## src/sv/pcx_pkg.sv

```systemverilog
// Shared types and constants for the PCX run-length encoder.
`default_nettype none
package pcx_pkg;

	localparam int MAX_RUN_DEF = 63;
	localparam int QDEPTH_DEF = 4;
	localparam int CNT_W = 6;
	localparam int PIX_W = 8;
	localparam int LEN_W = 16;
	localparam logic [LEN_W-1:0] LINE_LENGTH_RST = 16'd320;
	localparam logic [PIX_W-1:0] RUN_MARK = 8'hC0;

	// up to two closed runs caused by one pixel
	typedef struct packed {
		logic             has_a;
		logic [PIX_W-1:0] val_a;
		logic [CNT_W-1:0] cnt_a;
		logic             has_b;
		logic [PIX_W-1:0] val_b;
		logic [CNT_W-1:0] cnt_b;
	} rec_t;

	typedef struct packed {
		logic full;
		logic empty;
	} q_status_t;

endpackage
`default_nettype wire

```

## src/sv/pcx_front.sv

```systemverilog
// Front end: accepts pixels, tracks the open run and line position, queues closed runs.
`default_nettype none
module pcx_front #(
	parameter int MAX_RUN = pcx_pkg::MAX_RUN_DEF
) (
	input  wire logic                    clk,
	input  wire logic                    arst_n,
	input  wire logic                    cfg_we,
	input  wire logic [pcx_pkg::LEN_W-1:0] cfg_data,
	input  wire logic                    in_valid,
	output logic                         in_stall,
	input  wire logic [pcx_pkg::PIX_W-1:0] pixel,
	input  wire logic                    last_pixel,
	input  pcx_pkg::q_status_t           q_stat,
	output logic                         q_push,
	output pcx_pkg::rec_t                q_rec
);
	import pcx_pkg::*;

	logic [LEN_W-1:0] line_length_q;
	logic [PIX_W-1:0] run_value_q;
	logic [CNT_W-1:0] run_count_q;
	logic [LEN_W-1:0] line_pos_q;

	logic             accept;
	logic             run_open;
	logic             differ;
	logic [CNT_W-1:0] cnt1;
	logic [PIX_W-1:0] val1;
	logic [LEN_W:0]   pos;
	logic             line_end;
	logic             close_b;

	always_comb begin
		in_stall = q_stat.full;
		accept   = in_valid && !in_stall;
		run_open = (run_count_q != '0);
		differ   = run_open && (pixel != run_value_q);
		if (run_open && !differ) begin
			cnt1 = run_count_q + CNT_W'(1);
			val1 = run_value_q;
		end else begin
			cnt1 = CNT_W'(1);
			val1 = pixel;
		end
		pos      = {1'b0, line_pos_q} + (LEN_W+1)'(1);
		line_end = (pos >= {1'b0, line_length_q});
		close_b  = line_end || (cnt1 >= CNT_W'(MAX_RUN)) || last_pixel;

		q_rec.has_a = differ;
		q_rec.val_a = run_value_q;
		q_rec.cnt_a = run_count_q;
		q_rec.has_b = close_b;
		q_rec.val_b = val1;
		q_rec.cnt_b = cnt1;
		q_push      = accept && (differ || close_b);
	end

	always_ff @(posedge clk or negedge arst_n) begin
		if (!arst_n) begin
			line_length_q <= LINE_LENGTH_RST;
			run_value_q   <= '0;
			run_count_q   <= '0;
			line_pos_q    <= '0;
		end else begin
			if (cfg_we) begin
				line_length_q <= cfg_data;
			end
			if (accept) begin
				run_value_q <= val1;
				run_count_q <= close_b ? '0 : cnt1;
				line_pos_q  <= (line_end || last_pixel) ? '0 : pos[LEN_W-1:0];
			end
		end
	end

endmodule
`default_nettype wire

```

## src/sv/pcx_fifo.sv

```systemverilog
// Short queue of closed-run records between front and back end.
`default_nettype none
module pcx_fifo #(
	parameter int QDEPTH = pcx_pkg::QDEPTH_DEF
) (
	input  wire logic          clk,
	input  wire logic          arst_n,
	input  wire logic          push,
	input  pcx_pkg::rec_t      wr_rec,
	input  wire logic          pop,
	output pcx_pkg::rec_t      rd_rec,
	output pcx_pkg::q_status_t stat
);
	import pcx_pkg::*;

	localparam int PTR_W = (QDEPTH > 1) ? $clog2(QDEPTH) : 1;
	localparam int CNT_QW = $clog2(QDEPTH + 1);

	rec_t              mem_q [QDEPTH];
	logic [PTR_W-1:0]  wr_ptr_q;
	logic [PTR_W-1:0]  rd_ptr_q;
	logic [CNT_QW-1:0] count_q;
	logic              do_push;
	logic              do_pop;

	always_comb begin
		stat.full  = (count_q == CNT_QW'(QDEPTH));
		stat.empty = (count_q == '0);
		do_push    = push && !stat.full;
		do_pop     = pop && !stat.empty;
		rd_rec     = mem_q[rd_ptr_q];
	end

	always_ff @(posedge clk) begin
		if (do_push) begin
			mem_q[wr_ptr_q] <= wr_rec;
		end
	end

	always_ff @(posedge clk or negedge arst_n) begin
		if (!arst_n) begin
			wr_ptr_q <= '0;
			rd_ptr_q <= '0;
			count_q  <= '0;
		end else begin
			if (do_push) begin
				wr_ptr_q <= (wr_ptr_q == PTR_W'(QDEPTH - 1)) ? '0 : wr_ptr_q + PTR_W'(1);
			end
			if (do_pop) begin
				rd_ptr_q <= (rd_ptr_q == PTR_W'(QDEPTH - 1)) ? '0 : rd_ptr_q + PTR_W'(1);
			end
			if (do_push && !do_pop) begin
				count_q <= count_q + CNT_QW'(1);
			end else if (do_pop && !do_push) begin
				count_q <= count_q - CNT_QW'(1);
			end
		end
	end

endmodule
`default_nettype wire

```

## src/sv/pcx_back.sv

```systemverilog
// Back end: expands queued run records into code bytes, one beat per cycle while out_stall does not hold the output.
`default_nettype none
module pcx_back (
	input  wire logic          clk,
	input  wire logic          arst_n,
	input  pcx_pkg::rec_t      rec,
	input  pcx_pkg::q_status_t q_stat,
	output logic               q_pop,
	output logic               out_valid,
	input  wire logic          out_stall,
	output logic [pcx_pkg::PIX_W-1:0] code_byte,
	output logic               step_end
);
	import pcx_pkg::*;

	function automatic logic is_single(input logic [PIX_W-1:0] v, input logic [CNT_W-1:0] c);
		return (c == CNT_W'(1)) && (v < RUN_MARK);
	endfunction

	function automatic logic [PIX_W-1:0] run_byte(input logic [PIX_W-1:0] v,
			input logic [CNT_W-1:0] c, input logic k);
		logic [PIX_W-1:0] r;
		if (is_single(v, c) || k) begin
			r = v;
		end else begin
			r = RUN_MARK | {2'b00, c};
		end
		return r;
	endfunction

	logic [1:0]       phase_q;
	logic             valid_q;
	logic [PIX_W-1:0] byte_q;
	logic             end_q;

	logic [2:0]       na;
	logic [2:0]       nb;
	logic [2:0]       ntot;
	logic [2:0]       idx;
	logic [2:0]       kb;
	logic [PIX_W-1:0] byte_d;
	logic             last_d;
	logic             load;

	always_comb begin
		na     = rec.has_a ? (is_single(rec.val_a, rec.cnt_a) ? 3'd1 : 3'd2) : 3'd0;
		nb     = rec.has_b ? (is_single(rec.val_b, rec.cnt_b) ? 3'd1 : 3'd2) : 3'd0;
		ntot   = na + nb;
		idx    = {1'b0, phase_q};
		kb     = idx - na;
		if (idx < na) begin
			byte_d = run_byte(rec.val_a, rec.cnt_a, idx[0]);
		end else begin
			byte_d = run_byte(rec.val_b, rec.cnt_b, kb[0]);
		end
		last_d = (idx == ntot - 3'd1);
		load   = (!valid_q || !out_stall) && !q_stat.empty;
		q_pop  = load && last_d;
	end

	always_ff @(posedge clk or negedge arst_n) begin
		if (!arst_n) begin
			phase_q <= '0;
			valid_q <= 1'b0;
		end else begin
			if (load) begin
				valid_q <= 1'b1;
				phase_q <= last_d ? '0 : phase_q + 2'd1;
			end else if (!out_stall) begin
				valid_q <= 1'b0;
			end
		end
	end

	always_ff @(posedge clk) begin
		if (load) begin
			byte_q <= byte_d;
			end_q  <= last_d;
		end
	end

	assign out_valid = valid_q;
	assign code_byte = byte_q;
	assign step_end  = end_q;

endmodule
`default_nettype wire

```

## src/sv/pcx_rle_encoder.sv

```systemverilog
// Path: when the queue is empty, a pixel's first code byte passes through the run queue and
// then the output register before it can be taken.
// Throughput: one pixel per cycle while the output keeps up; output runs at one
// byte per cycle, so pixels closing two-byte or double runs are paced by the
// byte expander draining the run queue; pixels stall while the queue holds QDEPTH records.
// Reset: line_length 320, no run open, line position zero, queue and output empty.
`default_nettype none
module pcx_rle_encoder #(
	parameter int MAX_RUN = pcx_pkg::MAX_RUN_DEF,
	parameter int QDEPTH  = pcx_pkg::QDEPTH_DEF
) (
	input  wire logic                    clk,
	input  wire logic                    arst_n,
	input  wire logic                    cfg_valid,
	output logic                         cfg_ready,
	input  wire logic [pcx_pkg::LEN_W-1:0] line_length,
	input  wire logic                    in_valid,
	output logic                         in_stall,
	input  wire logic [pcx_pkg::PIX_W-1:0] pixel,
	input  wire logic                    last_pixel,
	output logic                         out_valid,
	input  wire logic                    out_stall,
	output logic [pcx_pkg::PIX_W-1:0]    code_byte,
	output logic                         step_end
);
	import pcx_pkg::*;

	q_status_t q_stat;
	rec_t      push_rec;
	rec_t      head_rec;
	logic      q_push;
	logic      q_pop;
	logic      cfg_we;

	assign cfg_ready = 1'b1;
	assign cfg_we    = cfg_valid && cfg_ready;

	pcx_front #(.MAX_RUN(MAX_RUN)) u_front (
		.clk       (clk),
		.arst_n    (arst_n),
		.cfg_we    (cfg_we),
		.cfg_data  (line_length),
		.in_valid  (in_valid),
		.in_stall  (in_stall),
		.pixel     (pixel),
		.last_pixel(last_pixel),
		.q_stat    (q_stat),
		.q_push    (q_push),
		.q_rec     (push_rec)
	);

	pcx_fifo #(.QDEPTH(QDEPTH)) u_fifo (
		.clk   (clk),
		.arst_n(arst_n),
		.push  (q_push),
		.wr_rec(push_rec),
		.pop   (q_pop),
		.rd_rec(head_rec),
		.stat  (q_stat)
	);

	pcx_back u_back (
		.clk      (clk),
		.arst_n   (arst_n),
		.rec      (head_rec),
		.q_stat   (q_stat),
		.q_pop    (q_pop),
		.out_valid(out_valid),
		.out_stall(out_stall),
		.code_byte(code_byte),
		.step_end (step_end)
	);

	a_no_push_full: assert property (@(posedge clk) disable iff (!arst_n)
		!(q_push && q_stat.full))
		else $error("run queue written while full");

	a_no_pop_empty: assert property (@(posedge clk) disable iff (!arst_n)
		!(q_pop && q_stat.empty))
		else $error("run queue read while empty");

	a_rec_nonempty: assert property (@(posedge clk) disable iff (!arst_n)
		q_push |-> (push_rec.has_a || push_rec.has_b))
		else $error("queued record closes no run");

	a_pop_marks_end: assert property (@(posedge clk) disable iff (!arst_n)
		q_pop |=> (out_valid && step_end))
		else $error("record retired without a step_end beat");

endmodule
`default_nettype wire

```

## config.mk

```make
export PLATFORM = sky130hd
export DESIGN_NAME = pcx_rle_encoder
export DESIGN_NICKNAME = d
export VERILOG_FILES = /design/src/sv/pcx_pkg.sv /design/src/sv/pcx_front.sv /design/src/sv/pcx_fifo.sv /design/src/sv/pcx_back.sv /design/src/sv/pcx_rle_encoder.sv
export SDC_FILE = /design/constraint.sdc
export NUM_CORES = 1
export LEC_CHECK = 0
export BUFFER_PORTS_ARGS = -buffer_cell sky130_fd_sc_hd__buf_2
export CAP_MARGIN = 30
export CORE_MARGIN = 4
export CORE_UTILIZATION = 45
export DETAILED_ROUTE_END_ITERATION = 7
export MAX_ROUTING_LAYER = met4
export PLACE_DENSITY = 0.58
export SLEW_MARGIN = 20
export SYNTH_ARGS = -nofsm -noshare
export SYNTH_HDL_FRONTEND = slang
export SYNTH_SLANG_ARGS = --single-unit
```

## constraint.sdc

```tcl
create_clock -name clk -period 7.7 [get_ports clk]
set_clock_uncertainty 0.1 [all_clocks]
set_input_delay 0.385 -clock clk [delete_from_list [all_inputs] [get_ports clk]]
set_output_delay 0.385 -clock clk [all_outputs]
set_load 0.05 [all_outputs]
```

; Word-level counts from Yosys, hierarchy flattened
; Memories as Yosys holds them, arrays and structs flattened.
; Cells that the tools add are included.
[classes]
n_addsub = 10
mux = 20
reduce_logical = 29
n_lt_le_gt_ge = 5
eq_ne = 8
[ops]
columns = cell, count
row1 = $mux 8, 4
row2 = $add 16x1->17 const B, 1
row3 = $ge 17x16->1, 1
row4 = $lt 8x8->1 const B, 2
row5 = $mux 16, 1
row6 = $eq 6x1->1 const B, 2
row7 = $logic_and 1x1->1, 12
row8 = $mux 2, 6
row9 = $mux 6, 2
row10 = $mux 3, 3
row11 = $ne 8x8->1, 1
row12 = $logic_not 1->1, 7
row13 = $logic_or 1x1->1, 7
row14 = $add 2x1->2 const B, 3
row15 = $add 6x1->6 const B, 1
row16 = $ge 6x6->1 const B, 1
row17 = $reduce_bool 6->1, 1
row18 = $sub 3x1->3 const B, 2
row19 = $eq 2x2->1 const B, 2
row20 = $mux 1, 4
row21 = $add 3x1->3 const B, 1
row22 = $add 3x3->3, 1
row23 = $eq 2x3->1, 1
row24 = $eq 3x3->1 const B, 1
row25 = other kinds (5), 5
[totals]
memories = 1
input_bits = 30
ff_bits = 65
wordCells = 84
output_inout_bits = 12
mem_bits_rw = 120
[memory_table]
columns = memory, depth, width, rd, rd_clocked_by_memory_dff, wr, line_no
row1 = u_fifo.mem_q, 4, 30, 1, 0, 1, pcx_fifo.sv:19  ; rec_t mem_q [QDEPTH];

; Depth between registers and ports, before layout
[logic_depth]
ltp_word = 15
ltp_mapped = 20
mapped_depth_nobuf = 18

; Cells and area by module
; Synthesis repeated with hierarchy kept, for this count alone.
[hier_totals]
hier_cells = 633
hier_area_um2 = 8587.0
[by_module_without_submodules]
columns = module, instances, cells_each, seq_area_each_um2, area_per_inst_um2
row1 = pcx_fifo, 1, 194, 3778.6, 4765.8
row2 = pcx_front, 1, 350, 1153.6, 2947.8
row3 = pcx_back, 1, 87, 345.3, 862.1
row4 = pcx_rle_encoder, 1, 2, 0.0, 11.3

; Worst setup path before layout
; No wires, ideal clock.
[synth_path]
kind = reg-to-reg
from = reg u_fifo.rd_ptr_q[1]
to = reg u_fifo.count_q[1]
setup_time_ns = 0.125
setup_slack_ns = 3.302
t_required_ns = 7.475
stages_incl_launch_ff = 17
arrival_time_ns = 4.173
synth_period_minus_slack_ns = 4.398
path_buffers = 1
path_cell_list = dfrtp_1 > buf_1 > mux4_2 > or4b_4 > a2111oi_4 > nand2b_1 > ha_1 > inv_1 > ha_1 > xor2_1 > nor3_1 > and2_1 > inv_1 > ha_1 > inv_1 > fa_1 > mux2_2
[synth_between]
elab_chain_len = 13
elab_cells_between_ends = 21
cone_classes = 2 x add/sub / 2 x order compare / 3 x eq/ne / 5 x mux / 8 x reduce/logical / 1 x memory
[synth_lines]
columns = element, line_no
row1 = from (decl), pcx_fifo.sv:21  ; logic [PTR_W-1:0] rd_ptr_q;
row2 = from (signal assigned), pcx_fifo.sv:50  ; rd_ptr_q <= (rd_ptr_q == PTR_W'(QDEPTH - 1)) ? '0 : rd_ptr_q + PTR_W'(1);
row3 = $mem_v2 4x30 *, --
row4 = $lt 8x8->1 / $eq 6x1->1 (equally long branches), pcx_back.sv:17  ; return (c == CNT_W'(1)) && (v < RUN_MARK);
row5 = $logic_and 1x1->1, pcx_back.sv:17
row6 = $mux 2 (on tied branches), "pcx_back.sv:46, pcx_back.sv:47"
row7 = $mux 2 / $mux 3 (equally long branches), "pcx_back.sv:46, pcx_back.sv:47"
row8 = $add 3x3->3 *, pcx_back.sv:48  ; ntot = na + nb;
row9 = $sub 3x1->3 *, pcx_back.sv:56  ; last_d = (idx == ntot - 3'd1);
row10 = $eq 2x3->1 *, pcx_back.sv:56
row11 = via u_back.last_d, pcx_back.sv:42  ; logic last_d;
row12 = $logic_and 1x1->1 *, pcx_back.sv:58  ; q_pop = load && last_d;
row13 = $logic_and 1x1->1 *, pcx_fifo.sv:30  ; do_pop = pop && !stat.empty;
row14 = $logic_not 1->1, pcx_fifo.sv:52  ; if (do_push && !do_pop) begin
row15 = $logic_and 1x1->1, pcx_fifo.sv:52
row16 = $mux 3 / $reduce_bool 2->1 (equally long branches), --
row17 = to (signal assigned), pcx_fifo.sv:53  ; count_q <= count_q + CNT_QW'(1);
row18 = to (signal assigned), pcx_fifo.sv:55  ; count_q <= count_q - CNT_QW'(1);
row19 = to (decl), pcx_fifo.sv:22  ; logic [CNT_QW-1:0] count_q;
; Mark *: on every way through the listed nets, which the timed path passes. The rest lies on a longest branch.
; A chain may end at the register's enable or synchronous reset.

; Worst setup path after layout
[layout_path]
from = reg u_fifo.rd_ptr_q[0]
to = reg u_fifo.count_q[1]
; Same word-level chain as after synthesis.

==> metrics.yaml <==
drive_gt1_frac: 0.202
cts.path.max_buffers: 2
synthesis.area_sq_mm: 0.00834
core_area_sq_mm: 0.0181
hpwl_um: 10800
end_kind: "register"
io_buffer_count: 40
yosys_warnings: 0
powerDensity_mw_per_mm2: 357
clkLatencyLatePin_ps: 430
die_x_um: 144
yosysTopAreaCell: "edfxtp_1"
drv_slew: 0
syn_nets: 656
cts_tree: "yes"
finalNonFillerCells: 873
grt_pass1_vias: 4912
vdd_ir_drop_max_mv: 0.184
cts_hold_buffers: 0
multi_input_area_sq_mm: 0.00278
cts_sinks: 185
cp.required_ps: 7910
gp_congestion: 0.851
start_util: 0.461
synth_top_cell_area_share: 0.464
io_pins: 42
vias: 4776
wirelength_um: 16500
start_kind: "register"
yosys_register_bits: 185
grt_remaining_overflow: 0
drtPass1Iterations: 4
place_ws_ps: 2370
relSlewSlack: 0.459
nNetsFinal: 692
hold_viol: 0
layout_worst_path_cycle_share: 0.686
final_common_cell: "edfxtp_1"
numCtsBuffers: 17
syn_area_per_cell_sq_um: 14.0
final.setup.tns_ps: 0
layout_common_cells: "edfxtp_1, nand2_1, dfrtp_1"
ff_latch_area_sq_mm: 0.00528
fin_crit_ps: 5280
syn_inst: 595
maxCapViolations: 0
htree_levels: 4
critical_path_class: "reg -> reg"
antenna_found_initial: 0
path_clk_slew_ps: 70
fmax_ghz: 0.189
setup_slack_ps: 2420
die_area_sq_mm: 0.0208
grt_pass1_wl_um: 26400
synth_edf_count: 129
rsz0062_at_grt: "no"
worstMarginPinSlew_ps: 811
grt_usage: 0.173
power_mw: 3.36
synthTopCellsByArea: "edfxtp_1, dfrtp_1, mux4_2"
vias_per_cell: 5.47
initialDrtViolationCount: 263
fillers: 1506
n_antenna_cell: 0
critical_path_arrival_ps: 5490
reg2regPathDepth: 16
setup_violations: 0
post_cts_buffers: 0
status: "completed"
dp.cells: 841
synthToLayoutAreaGrowth_pct: 12.7
yosys_most_used_dff: "edfxtp_1"
grt_max_degree: 57
drc: 0
ctsRootBufferMaster: "clkbuf_16"
ys_seq_area_frac: 0.633
wire_per_inst_um: 18.8
die_height_um: 144
ant_nets: 0
cts_resized: 0
synth_cell_types: 52
crit_path_max_fanout: 20
async_flop_share: 0.303
hold_path_class: "in -> async"
rows: 49
p_leak_nw: 3.60
## per-stage QoR
step | hold WS (ps) | util | cell area (sq um)
final | 32.5 | 0.520 | 9400
after global routing | 65.4 | 0.520 | 9400
after CTS | 48.2 | 0.520 | 9400
after detailed placement | 382 | 0.485 | 8760
after global placement | 366 | 0.484 | 8760
after floorplan | -10.6 | - | 8340
## layer usage
layer / vias to the layer above / share of wire / track usage
met5: - / 0 / -
met4: 0 / 0.0060 / 0.0422
met1: 2434 / 0.46 / 0.223
li1: 2257 / - / -
met2: 76 / 0.51 / 0.284
met3: 9 / 0.030 / 0.0337
## worst max-delay path, stage by stage, from the launching register on
cell and delay (ps):
dfrtp_2 620, buf_4 460, mux4_2 580, or4b_4 540, a2111oi_4 360, nand2b_1 180, ha_1 230, inv_1 60
ha_1 230, xor2_1 160, nor3_1 360, and2_1 250, inv_1 60, ha_1 210, inv_1 70, fa_1 400
mux2_2 270
## synthesized netlist by cell type (3+ instances only)
library cell,count
edfxtp_1,129
nand2_1,63
dfrtp_1,54
inv_1,37
ha_1,30
mux4_2,30
o21ai_0,28
clkbuf_1,23
nor2_1,20
xnor2_1,20
nand3_1,18
mux2_2,14
a21oi_1,13
xor2_1,11
and2_1,10
nor3_1,10
nand4_1,7
o31ai_1,6
a221oi_1,5
a22oi_1,5
and3_1,5
nor2b_1,5
buf_1,4
mux2i_1,4
nand2b_1,4
o211ai_1,4
a21o_1,3
buf_2,3
## path summary, 6_finish.rpt
kind	start	end	slack (ps)
setup / recovery	u_fifo.rd_ptr_q[0]	u_fifo.count_q[1]	2420
hold / removal	arst_n	u_front.run_value_q[4]	30
setup reg to reg	u_fifo.rd_ptr_q[0]	u_fifo.count_q[1]	2420
hold reg to reg	u_back.out_valid	u_back.out_valid	400
max in group asynchronous	arst_n	u_fifo.rd_ptr_q[0]	6900
min in group clk	line_length[5]	u_front.line_length_q[5]	70
## sequential cells by signal, indices dropped and copies added (netlist names)
name                   cells
u_fifo.mem_q             120
u_front.line_length_q     16
u_front.line_pos_q        16
u_back.code_byte           8
u_front.run_value_q        8
u_front.run_count_q        6
u_fifo.count_q             3
u_back.phase_q             2
u_fifo.rd_ptr_q            2
u_fifo.wr_ptr_q            2
u_back.out_valid           1
u_back.step_end            1
## area by class of cell
class / instances / share of cell area
clock buffers: 19 / 0.0461
repair buffers: 50 / 0.0293
clock inverters: 13 / 0.0216
flip-flops and latches: 185 / 0.562
inverters: 38 / 0.0152
well taps: 229 / 0.0305
multi-input cells: 339 / 0.296
## logic make-up (layout without fill, tap and decap cells)
kind of cell | after synthesis | in the layout | share of synthesized area
AO/OA/AOI/OAI | 76 | 76 | 0.0605
XOR/XNOR | 31 | 31 | 0.0326
adder cells (fa/ha/maj) | 31 | 31 | 0.0474
buffers and inverters | 71 | 120 | 0.0347
flip-flops | 185 | 185 | 0.633
multiplexers | 48 | 48 | 0.105
other | 1 | 1 | 0.000450
AND/OR/NAND/NOR | 152 | 152 | 0.0870
## where the power goes
part | leakage [nW] | internal (mW) | total, mW | switching, mW
sequential | 1.89 | 1.30 | 1.42 | 0.119
combinational | 1.42 | 0.405 | 1.01 | 0.600
clock | 0.298 | 0.574 | 0.931 | 0.357
(Power assumes the default switching activity.)
